--- src/rtl/spq_pkg.sv ---
// shared types and constants for the sorted priority queue
// no dependencies
`default_nettype none

package spq_pkg;

    localparam int DEPTH_DEF = 8;
    localparam int ELEM_W    = 32;
    localparam int PRIO_W    = 16;
    localparam int STATUS_W  = 2;
    localparam int OCC_W     = 4;

    typedef enum logic [STATUS_W-1:0] {
        ST_INSERTED  = 2'd0,
        ST_DELETED   = 2'd1,
        ST_OVERFLOW  = 2'd2,
        ST_UNDERFLOW = 2'd3
    } t_status;

    typedef enum logic {
        S_IDLE,
        S_EXEC
    } t_state;

    typedef struct packed {
        logic    capture;
        logic    do_insert;
        logic    do_delete;
        logic    load_result;
        t_status code;
    } t_dp_cmd;

    typedef struct packed {
        logic op_del;
        logic full;
        logic empty;
    } t_dp_stat;

endpackage

`default_nettype wire

--- src/rtl/spq_datapath.sv ---
// datapath: captured beat, sorted shift-register cells, live count, result register
// depends on spq_pkg
`default_nettype none

module spq_datapath #(
    parameter int DEPTH = spq_pkg::DEPTH_DEF
) (
    input  wire logic                              i_clk,
    input  wire logic                              i_rst_n,
    input  wire spq_pkg::t_dp_cmd                  i_cmd,
    output spq_pkg::t_dp_stat                      o_stat,
    input  wire logic                              i_op,
    input  wire logic signed [spq_pkg::ELEM_W-1:0] i_element,
    input  wire logic        [spq_pkg::PRIO_W-1:0] i_priority_req,
    output logic        [spq_pkg::STATUS_W-1:0]    o_status,
    output logic signed [spq_pkg::ELEM_W-1:0]      o_out_element,
    output logic        [spq_pkg::PRIO_W-1:0]      o_out_priority,
    output logic        [spq_pkg::OCC_W-1:0]       o_occupancy
);

    localparam int CNT_W = $clog2(DEPTH + 1);

    logic                              r_op;
    logic signed [spq_pkg::ELEM_W-1:0] r_elem_in;
    logic        [spq_pkg::PRIO_W-1:0] r_prio_in;

    logic signed [spq_pkg::ELEM_W-1:0] r_elem [DEPTH];
    logic        [spq_pkg::PRIO_W-1:0] r_prio [DEPTH];
    logic        [CNT_W-1:0]           r_count;
    logic        [CNT_W-1:0]           n_count;
    logic        [DEPTH-1:0]           mv;

    spq_pkg::t_status                  r_res_status;
    logic signed [spq_pkg::ELEM_W-1:0] r_res_elem;
    logic        [spq_pkg::PRIO_W-1:0] r_res_prio;
    logic        [spq_pkg::OCC_W-1:0]  r_res_occ;
    logic        [CNT_W+spq_pkg::OCC_W-1:0] occ_wide;

    // captured input beat
    always_ff @(posedge i_clk) begin
        if (i_cmd.capture) begin
            r_op      <= i_op;
            r_elem_in <= i_element;
            r_prio_in <= i_priority_req;
        end
    end

    // cells: parallel compare, shift up on insert, shift down on delete
    for (genvar g = 0; g < DEPTH; g++) begin : g_cell
        localparam logic [CNT_W-1:0] G_IDX = CNT_W'(g);
        logic signed [spq_pkg::ELEM_W-1:0] up_elem;
        logic        [spq_pkg::PRIO_W-1:0] up_prio;
        logic signed [spq_pkg::ELEM_W-1:0] dn_elem;
        logic        [spq_pkg::PRIO_W-1:0] dn_prio;

        assign mv[g] = (G_IDX < r_count) ? (r_prio[g] >= r_prio_in) : (G_IDX == r_count);

        if (g == 0) begin : g_head
            assign up_elem = r_elem_in;
            assign up_prio = r_prio_in;
        end else begin : g_body
            assign up_elem = mv[g-1] ? r_elem[g-1] : r_elem_in;
            assign up_prio = mv[g-1] ? r_prio[g-1] : r_prio_in;
        end

        if (g == DEPTH - 1) begin : g_tail
            assign dn_elem = r_elem[g];
            assign dn_prio = r_prio[g];
        end else begin : g_inner
            assign dn_elem = r_elem[g+1];
            assign dn_prio = r_prio[g+1];
        end

        always_ff @(posedge i_clk) begin
            if (i_cmd.do_insert && mv[g]) begin
                r_elem[g] <= up_elem;
                r_prio[g] <= up_prio;
            end else if (i_cmd.do_delete) begin
                r_elem[g] <= dn_elem;
                r_prio[g] <= dn_prio;
            end
        end
    end

    always_comb begin
        n_count = r_count;
        if (i_cmd.do_insert) begin
            n_count = r_count + CNT_W'(1);
        end else if (i_cmd.do_delete) begin
            n_count = r_count - CNT_W'(1);
        end
    end

    always_ff @(posedge i_clk) begin
        if (!i_rst_n) begin
            r_count <= '0;
        end else begin
            r_count <= n_count;
        end
    end

    assign occ_wide = {{spq_pkg::OCC_W{1'b0}}, n_count};

    // result register
    always_ff @(posedge i_clk) begin
        if (i_cmd.load_result) begin
            r_res_status <= i_cmd.code;
            r_res_elem   <= i_cmd.do_delete ? r_elem[0] : '0;
            r_res_prio   <= i_cmd.do_delete ? r_prio[0] : '0;
            r_res_occ    <= occ_wide[spq_pkg::OCC_W-1:0];
        end
    end

    assign o_stat.op_del = r_op;
    assign o_stat.full   = (r_count == CNT_W'(DEPTH));
    assign o_stat.empty  = (r_count == '0);

    assign o_status       = r_res_status;
    assign o_out_element  = r_res_elem;
    assign o_out_priority = r_res_prio;
    assign o_occupancy    = r_res_occ;

endmodule

`default_nettype wire

--- src/rtl/spq_ctrl.sv ---
// controller: beat capture, operation decode and result valid
// depends on spq_pkg
`default_nettype none

module spq_ctrl (
    input  wire logic              i_clk,
    input  wire logic              i_rst_n,
    input  wire logic              i_in_valid,
    output logic                   o_in_stall,
    output logic                   o_out_valid,
    input  wire logic              i_out_stall,
    input  wire spq_pkg::t_dp_stat i_stat,
    output spq_pkg::t_dp_cmd       o_cmd
);

    spq_pkg::t_state r_state;
    spq_pkg::t_state n_state;
    logic            r_out_valid;
    logic            n_out_valid;
    logic            out_free;

    always_ff @(posedge i_clk) begin
        if (!i_rst_n) begin
            r_state     <= spq_pkg::S_IDLE;
            r_out_valid <= 1'b0;
        end else begin
            r_state     <= n_state;
            r_out_valid <= n_out_valid;
        end
    end

    assign out_free = !r_out_valid || !i_out_stall;

    always_comb begin
        n_state     = r_state;
        n_out_valid = r_out_valid && i_out_stall;
        o_cmd       = '0;
        o_cmd.code  = spq_pkg::ST_INSERTED;
        o_in_stall  = 1'b1;
        case (r_state)
            spq_pkg::S_IDLE: begin
                o_in_stall = 1'b0;
                if (i_in_valid) begin
                    o_cmd.capture = 1'b1;
                    n_state       = spq_pkg::S_EXEC;
                end
            end
            spq_pkg::S_EXEC: begin
                if (out_free) begin
                    if (i_stat.op_del) begin
                        o_cmd.code = i_stat.empty ? spq_pkg::ST_UNDERFLOW : spq_pkg::ST_DELETED;
                    end else begin
                        o_cmd.code = i_stat.full ? spq_pkg::ST_OVERFLOW : spq_pkg::ST_INSERTED;
                    end
                    o_cmd.do_insert   = (o_cmd.code == spq_pkg::ST_INSERTED);
                    o_cmd.do_delete   = (o_cmd.code == spq_pkg::ST_DELETED);
                    o_cmd.load_result = 1'b1;
                    n_out_valid       = 1'b1;
                    n_state           = spq_pkg::S_IDLE;
                end
            end
            default: begin
                n_state = spq_pkg::S_IDLE;
            end
        endcase
    end

    assign o_out_valid = r_out_valid;

endmodule

`default_nettype wire

--- src/rtl/sorted_priority_queue_core.sv ---
// Sorted priority queue of DEPTH entries held in shift-register cells, lowest priority value
// at the head. An insert compares its key against every live cell at once and opens a gap
// ahead of entries with an equal or greater key; a delete returns the head and shifts all
// cells down. Each beat is captured in the idle state; the controller then decodes the
// operation and the cells shift once the result register is free. No new beat is taken
// until then. The result register lets the next beat be taken while a result waits. Insert
// when full gives overflow, delete when empty gives underflow, and neither changes the
// queue. Depends on spq_pkg, spq_ctrl and spq_datapath.
`default_nettype none

module sorted_priority_queue_core #(
    parameter int DEPTH = spq_pkg::DEPTH_DEF
) (
    input  wire logic                              i_clk,
    input  wire logic                              i_rst_n,
    input  wire logic                              i_in_valid,
    output logic                                   o_in_stall,
    input  wire logic                              i_op,
    input  wire logic signed [spq_pkg::ELEM_W-1:0] i_element,
    input  wire logic        [spq_pkg::PRIO_W-1:0] i_priority_req,
    output logic                                   o_out_valid,
    input  wire logic                              i_out_stall,
    output logic        [spq_pkg::STATUS_W-1:0]    o_out_status,
    output logic signed [spq_pkg::ELEM_W-1:0]      o_out_element,
    output logic        [spq_pkg::PRIO_W-1:0]      o_out_priority,
    output logic        [spq_pkg::OCC_W-1:0]       o_occupancy
);

    spq_pkg::t_dp_cmd  cmd;
    spq_pkg::t_dp_stat stat;

    spq_ctrl u_ctrl (
        .i_clk       (i_clk),
        .i_rst_n     (i_rst_n),
        .i_in_valid  (i_in_valid),
        .o_in_stall  (o_in_stall),
        .o_out_valid (o_out_valid),
        .i_out_stall (i_out_stall),
        .i_stat      (stat),
        .o_cmd       (cmd)
    );

    spq_datapath #(
        .DEPTH (DEPTH)
    ) u_datapath (
        .i_clk          (i_clk),
        .i_rst_n        (i_rst_n),
        .i_cmd          (cmd),
        .o_stat         (stat),
        .i_op           (i_op),
        .i_element      (i_element),
        .i_priority_req (i_priority_req),
        .o_status       (o_out_status),
        .o_out_element  (o_out_element),
        .o_out_priority (o_out_priority),
        .o_occupancy    (o_occupancy)
    );

endmodule

`default_nettype wire

--- config.mk ---
export PLATFORM = sky130hd
export DESIGN_NAME = sorted_priority_queue_core
export DESIGN_NICKNAME = d
export VERILOG_FILES = /design/src/rtl/spq_pkg.sv /design/src/rtl/spq_datapath.sv /design/src/rtl/spq_ctrl.sv /design/src/rtl/sorted_priority_queue_core.sv
export SDC_FILE = /design/constraint.sdc
export NUM_CORES = 1
export LEC_CHECK = 0
export ABC_AREA = 1
export BUFFER_PORTS_ARGS = -buffer_cell sky130_fd_sc_hd__buf_2
export CORE_UTILIZATION = 55
export CTS_CLUSTER_DIAMETER = 30
export CTS_CLUSTER_SIZE = 8
export DETAILED_ROUTE_END_ITERATION = 6
export MAX_ROUTING_LAYER = met4
export PLACE_DENSITY_LB_ADDON = 0.1
export SYNTH_ARGS = -nofsm -noshare
export SYNTH_HDL_FRONTEND = slang
export SYNTH_HIERARCHICAL = 1
export SYNTH_SLANG_ARGS = --single-unit
export TNS_END_PERCENT = 100
--- constraint.sdc ---
create_clock -name i_clk -period 8.4 [get_ports i_clk]
set_input_delay 0.42 -clock i_clk [delete_from_list [all_inputs] [get_ports i_clk]]
set_output_delay 0.42 -clock i_clk [all_outputs]
set_load 0.1 [all_outputs]
==> results.txt, run 1 <==
IO Pins -> 109
grt ovf -> 0
Initial Util -> 56.0%
RSZ-0062 raised after global routing -> false
reported max-cap violation count -> 0
Tmin final -> 4.83 ns
Layout fillers -> 4,076
Final ANT Viol Nets -> 0
Post-Syn Nets -> 3,605
part of the Yosys area used for sequential elements -> 52.1%
synthesized cell area -> 0.0283 sq mm
Critical R2R Capture -> u_datapath/r_elem[0][112]
TritonCTS clock tree -> yes
top-area cell type share of the netlist area -> 51.7%
DR DRC count -> 0
Critical Path End Type -> flop
cell chain of the critical path -> inv_1 -> ha_1 -> a21oi_1 -> a21boi_0 -> nand2_1 -> nand2_1 -> nand2_2 -> buf_4 -> nand2_2 -> buf_4 -> nand2_1 -> nand2_1 -> nand2_1 -> nand2_1
grt met3 use -> 10.1%
Final Setup Violations -> 0
GRT Util Overall -> 39.2%
vias in the first global route -> 25,000
clk_skew -> 0.0249 ns
WHS -> 0.00997 ns
cells on worst reg2reg path -> 14
peak supply drop -> 185 uV
max-slew violations -> 0
Clk Latency, worst-skew pair -> 0.67 ns
Worst Hold Depth -> 2
critical path's largest stage delay -> 0.58 ns
placed insts -> 3,981
CP Buf/Inv Count -> 3
antenna violations before repair -> 1
global-route wire length before repair -> 151,000 microns
met2 usage -> 57.4%
count leader, synth -> nand2_1
critical path fanouts, max -> 31
cell area power density -> 263 mW/mm^2
Startpoint Class -> flop
ratio of final minimum period to clock period -> 57.5%
die width -> 229 microns
Most Crowded Layer GR -> met2
met1 usage -> 51.8%
Cells after Synth -> 3,420
height of the die -> 229 microns
slowest stage cell on the critical path -> buf_4
cts repair resizes -> 0
Worst R2R Start -> u_datapath/g_cell[0].up_prio[3]
Finished Cell Area -> 0.0337 sq mm
Worst EP required -> 8.92 ns
clk slew on worst S/H paths -> 0.05 ns
synth top area cells -> edfxtp_1 52%, nand2_1 21%, nand3_1 10%, ha_1 5.8%, inv_1 1.7%
most used flip-flop cell after synthesis -> edfxtp_1
dpl cell area -> 0.0289 sq mm
Nets -> 3,664
post-route non-filler standard cell count -> 4,257
Final TNS setup -> 0 ns
Post-synth ARST share -> 0%
CP most frequent cell -> nand2_1
H-tree Lvls -> 3
Commonest cells post-synth -> 1,564 x nand2_1, 579 x nand3_1, 487 x edfxtp_1, 132 x ha_1, 126 x inv_1
Yosys reg bits -> 493
pin count of the biggest net entering global routing -> 139
Buffers on Ports -> 108
hold_sp -> i_rst_n
worst slew pin tran -> 1.28 ns
outcome -> complete, no violations
site row count -> 82
Ys Warns -> 6
Setup CP Type -> reg -> reg
Leak -> 0.0158 uW
Max Fclk -> 207 MHz
Syn-to-layout area delta -> 19.0%
Synth area leader -> edfxtp_1
library cells used by synthesis -> 34
Core ar. -> 0.0505 sq mm
Die ar. -> 0.0523 sq mm
clk sinks -> 493
Arr. time, crit path -> 5.35 ns
cts bufs inserted -> 119
total number of vias -> 26,000
Avg Inst Size Synth -> 8.27 sq um
DP HPWL -> 55,000 microns
crit-path leading delay family -> simple AND/OR/NAND/NOR gates
DRT Wirelength -> 100,000 microns
drt first pass iters -> 7
FF-to-FF setup slack -> 3.57 ns
CTS max path bufs -> 3
Slew headroom -> 14.5%
share of layout cells above drive strength 1 -> 11.0%
Root Driver -> clkbuf_16
DR iter-0 viols -> 3,466
DR WL/cell -> 23.6 microns
gpl congestion -> 1.02
HP Class -> in -> reg
Via density -> 6.10
final hold violations -> 0
number of synthesized flops with an enable pin -> 487
Hold EP -> u_datapath/r_count[0]
==> metal layers <==
| layer | vias up | routed length (microns) |
|---|---|---|
| met2 | 2040 | 43800 |
| met3 | 328 | 14000 |
| met5 | - | 0 |
| met4 | 0 | 3760 |
| met1 | 12000 | 38700 |
| li1 | 11600 | - |
==> metrics by stage <==
stage / worst slack (ns) / total power (uW) / utilization (%)
after floorplan: 4.85 / 3680 / -
after global placement: 3.72 / 3970 / 57.3
after detailed placement: 3.75 / 4000 / 57.3
after CTS: 3.72 / 8850 / 66.7
after global routing: 3.50 / 9120 / 66.7
final: 3.57 / 8860 / 66.7
==> layout by cell type (no fill, tap or decap), types with 3 or more instances in the layout <==
| master | n |
|---|---|
| a21oi_1 | 66 |
| nand4_1 | 56 |
| clkbuf_8 | 5 |
| buf_2 | 108 |
| a21boi_0 | 3 |
| inv_1 | 125 |
| nor2_4 | 4 |
| clkinvlp_4 | 15 |
| nor3_1 | 10 |
| o21ai_0 | 17 |
| ha_1 | 132 |
| nand3_1 | 576 |
| clkbuf_1 | 21 |
| and2_1 | 4 |
| bufinv_16 | 23 |
| inv_2 | 9 |
| edfxtp_1 | 487 |
| buf_4 | 44 |
| nor2_1 | 58 |
| clkinv_2 | 18 |
| inv_16 | 4 |
| o21bai_1 | 5 |
| clkinv_1 | 18 |
| nand2_2 | 22 |
| nand3_2 | 5 |
| dlygate4sd3_1 | 49 |
| o21ai_1 | 3 |
| dfxtp_1 | 6 |
| clkbuf_16 | 121 |
| nand2_1 | 1544 |
| nand2_4 | 6 |
| nand3_4 | 3 |
==> worst max path at each step <==
| stage | start | end | slack (ns) | depth (start not counted) |
|---|---|---|---|---|
| finish | u_datapath/g_cell[0].up_prio[3] | u_datapath/r_elem[0][112] | 3.57 | 14 |
| global route | u_datapath/g_cell[0].up_prio[3] | u_datapath/r_elem[0][103] | 3.50 | 14 |
| CTS | u_datapath/g_cell[0].up_prio[6] | u_datapath/r_prio[1][11] | 3.72 | 14 |
| detailed placement | u_datapath/g_cell[0].up_prio[6] | u_datapath/r_prio[1][10] | 3.75 | 14 |
| global placement | u_datapath/g_cell[0].up_prio[6] | u_datapath/r_prio[1][11] | 3.72 | 14 |
| floorplan | u_ctrl/r_state | u_datapath/r_elem[0][0] | 4.85 | 5 |
==> worst register-to-register path, cell delays in order, from the launching register on <==
cell,delay (ns)
edfxtp_1,0.55
inv_1,0.47
ha_1,0.34
a21oi_1,0.15
a21boi_0,0.30
nand2_1,0.27
nand2_1,0.15
nand2_2,0.48
buf_4,0.51
nand2_2,0.52
buf_4,0.59
nand2_1,0.12
nand2_1,0.08
nand2_1,0.06
nand2_1,0.10
==> repair_timing <==
| item | in CTS | in global routing |
|---|---|---|
| hold buffers | 49 | 0 |
| hold endpoints to repair | 49 | 0 |
| buffers inserted | 0 | 0 |
==> flip-flops by register name, summed over array words and instances, names as in the netlist <==
| register | flops |
|---|---|
| u_datapath/o_out_element | 32 |
| u_datapath/r_count | 4 |
| u_datapath/r_prio | 128 |
| u_datapath/g_cell.up_elem | 32 |
| u_datapath/o_out_priority | 16 |
| u_datapath/g_cell.up_prio | 16 |
| u_datapath/o_status | 2 |
| u_ctrl/r_state | 1 |
| u_ctrl/o_out_valid | 1 |
| u_datapath/o_occupancy | 4 |
| u_datapath/r_op | 1 |
| u_datapath/r_elem | 256 |
==> logic make-up after synthesis <==
family | Yosys count | synth area share, %
adders and majority gates | 132 | 5.84
xor gates and xnor gates | 2 | 0.0619
DFF | 493 | 52.1
buffers and inverters | 399 | 6.18
and+or+nand+nor | 2289 | 33.8
AOI/OAI and AO/OA | 105 | 2.03
==> area by class of cell <==
cell class / instances / area, sq um / share of cell area (%)
diodes: 1 / 2.50 / 0.00743
clock buffers: 147 / 3180 / 9.43
clock inverters: 79 / 1050 / 3.13
inverters: 135 / 507 / 1.51
multi-input cells: 2528 / 12000 / 35.5
flip-flops and latches: 493 / 14700 / 43.8
well taps: 672 / 841 / 2.50
repair buffers: 202 / 1380 / 4.10
==> where the power goes <==
group | switching, uW | leakage [uW] | internal, uW
clock network | 1470 | 0.00202 | 3360
logic | 781 | 0.00918 | 282
registers | 90.4 | 0.00455 | 2870
total | 2350 | 0.0158 | 6510
No activity file was read; power rests on OpenSTA's default activity.
==> run 2: changes to the inputs <==
==> constraint.sdc (replaced) <==
create_clock -name i_clk -period 4.1 [get_ports i_clk]
set_input_delay 0.205 -clock i_clk [delete_from_list [all_inputs] [get_ports i_clk]]
set_output_delay 0.205 -clock i_clk [all_outputs]
set_load 0.1 [all_outputs]
==> results.txt, run 2 (synthesized netlist as in run 1, its figures left out) <==
DRT Wirelength -> 101,000 microns (was 100,000 microns)
most frequent cells in the layout -> 1,544 x nand2_1, 576 x nand3_1, 487 x edfxtp_1 (unchanged)
die width -> 229 microns (unchanged)
site row count -> 82 (unchanged)
Max Fclk -> 252 MHz (was 207 MHz)
Buffers on Ports -> 108 (unchanged)
Setup CP Type -> reg -> reg (unchanged)
clk slew on worst S/H paths -> 0.05 ns (about the same)
Final ANT Viol Nets -> 0 (unchanged)
Tmin final -> 3.96 ns (was 4.83 ns)
critical path's largest stage delay -> 0.68 ns (was 0.58 ns)
register with the highest flop count -> u_datapath/r_elem (unchanged)
Arr. time, crit path -> 4.37 ns (was 5.35 ns)
global-route wire length before repair -> 152,000 microns (was 151,000 microns)
Critical Path End Type -> flop (unchanged)
pin count of the biggest net entering global routing -> 134 (was 139)
DR WL/cell -> 23.6 microns (about the same)
crit-path leading delay family -> simple AND/OR/NAND/NOR gates (unchanged)
Critical Path Source -> u_datapath/g_cell[0].up_prio[15] (was u_datapath/g_cell[0].up_prio[3])
height of the die -> 229 microns (unchanged)
critical path fanouts, max -> 47 (was 31)
Syn-to-layout area delta -> 19.4% (was 19.0%)
Via density -> 6.07 (was 6.10)
Worst R2R Start -> u_datapath/g_cell[0].up_prio[15] (was u_datapath/g_cell[0].up_prio[3])
cell area power density -> 521 mW/mm^2 (was 263 mW/mm^2)
CP Buf/Inv Count -> 2 (was 3)
cells on worst reg2reg path -> 10 (was 14)
Initial Util -> 56.0% (unchanged)
Die ar. -> 0.0523 sq mm (unchanged)
final hold violations -> 0 (unchanged)
HP Class -> in -> reg (unchanged)
Finished Cell Area -> 0.0338 sq mm (was 0.0337 sq mm)
peak supply drop -> 432 uV (was 185 uV)
CP most frequent cell -> nand2_1 (unchanged)
failing checks -> design-rule violations
final setup margin -> 0.139 ns (was 3.57 ns)
IO Pins -> 109 (unchanged)
register area -> 0.0147 sq mm (unchanged)
clk_skew -> 0.0265 ns (was 0.0249 ns)
cts bufs inserted -> 116 (was 119)
slowest stage cell on the critical path -> edfxtp_1 (was buf_4)
Clk Latency, worst-skew pair -> 0.67 ns (about the same)
Final TNS setup -> 0 ns (unchanged)
max-slew violations -> 0 (unchanged)
Root Driver -> clkbuf_16 (unchanged)
Layout fillers -> 4,135 (was 4,076)
worst slew pin tran -> 1.22 ns (was 1.28 ns)
dpl cell area -> 0.0293 sq mm (was 0.0289 sq mm)
DR DRC count -> 3 (was 0)
clk sinks -> 493 (unchanged)
share of layout cells above drive strength 1 -> 11.7% (was 11.0%)
DP HPWL -> 57,700 microns (was 55,000 microns)
CTS max path bufs -> 3 (unchanged)
Leak -> 0.0159 uW (was 0.0158 uW)
most common cell after layout, fill and taps aside -> nand2_1 (unchanged)
Multi-input gate area -> 0.0119 sq mm (was 0.0120 sq mm)
cell chain of the critical path -> inv_1 -> ha_1 -> nand4_1 -> nor3_1 -> nand2_1 -> nand2_2 -> nand3_2 -> buf_4 -> nand3_1 -> nand2_1 (was inv_1 -> ha_1 -> a21oi_1 -> a21boi_0 -> nand2_1 -> nand2_1 -> nand2_2 -> buf_4 -> nand2_2 -> buf_4 -> nand2_1 -> nand2_1 -> nand2_1 -> nand2_1)
Largest regs -> u_datapath/r_elem (256), u_datapath/r_prio (128) (unchanged)
grt ovf -> 0 (unchanged)
drt first pass iters -> 7 (unchanged)
TritonCTS clock tree -> yes (unchanged)
H-tree Lvls -> 3 (unchanged)
ratio of final minimum period to clock period -> 96.6% (was 57.5%)
gpl congestion -> 0.943 (was 1.02)
outcome -> finished, violations left (was complete, no violations)
Slew headroom -> 18.6% (was 14.5%)
DR iter-0 viols -> 3,355 (was 3,466)
dpl ws -> 0.362 ns (was 3.75 ns)
WHS -> 0.242 ns (was 0.00997 ns)
Worst EP required -> 4.50 ns (was 8.92 ns)
vias in the first global route -> 25,300 (was 25,000)
Core ar. -> 0.0505 sq mm (unchanged)
hold_sp -> i_element[22] (was i_rst_n)
RSZ-0062 raised after global routing -> false (unchanged)
Crit path depth -> 10 (was 14)
GRT Util Overall -> 39.5% (was 39.2%)
cts repair resizes -> 0 (unchanged)
Worst Hold Depth -> 2 (unchanged)
antenna violations before repair -> 0 (was 1)
total number of vias -> 26,000 (about the same)
Final Setup Violations -> 0 (unchanged)
max FFs per register -> 256 (unchanged)
Nets -> 3,696 (was 3,664)
Startpoint Class -> flop (unchanged)
Antenna diodes -> 0 (was 1)
reported max-cap violation count -> 0 (unchanged)
## run 2: worst register-to-register path: cells and delay by family, from the launching register on
family | cells | cell delay [ns]
adders and majority gates | 1 | 0.44
DFF | 1 | 0.68
and+or+nand+nor | 7 | 1.74
buffers and inverters | 2 | 0.84
## run 2: worst paths after layout
check / endpoint / slack, ns
worst max-delay path: u_datapath/r_elem[1][12] / 0.14
worst min-delay path: u_datapath/g_cell[0].up_elem[22] / 0.24
worst max register to register: u_datapath/r_elem[1][12] / 0.14
worst min register to register: u_datapath/o_out_element[7] / 0.52
## run 2: through the flow
step / utilization, % / power [uW] / instances
3_3_place_gp: 58.0 / 8170 / 4013
6_report: 66.9 / 17600 / 4277
2_1_floorplan: - / 7540 / 3420
4_1_cts: 66.9 / 17600 / 4277
5_1_grt: 66.9 / 18100 / 4277
3_5_place_dp: 58.0 / 8210 / 4013
## run 2: layout make-up
type | instances | area share, %
Clock buffer | 127 | 8.84
Clock inverter | 85 | 2.99
Inverter | 135 | 1.50
Multi-Input combinational cell | 2528 | 35.3
Sequential cell | 493 | 43.7
Tap cell | 672 | 2.49
Timing Repair Buffer | 237 | 5.26
## run 2: report_power, final
part	leakage [uW]	internal (uW)	switching, uW
combinational	0.00937	601	1580
sequential	0.00455	5880	184
clock	0.00194	6390	2970
total	0.0159	12900	4740
## run 2: per-layer routing
metal / track usage (%) / up-vias / routed length [microns]
li1: - / 11600 / -
met1: 53.7 / 12100 / 40500
met2: 57.3 / 1917 / 43500
met3: 7.70 / 318 / 12900
met4: 17.8 / 0 / 4110
met5: - / - / 0
## run 2: repair_timing
item,CTS,global route
hold buffers,52,0
setup buffers,0,0
hold endpoints to repair,55,0
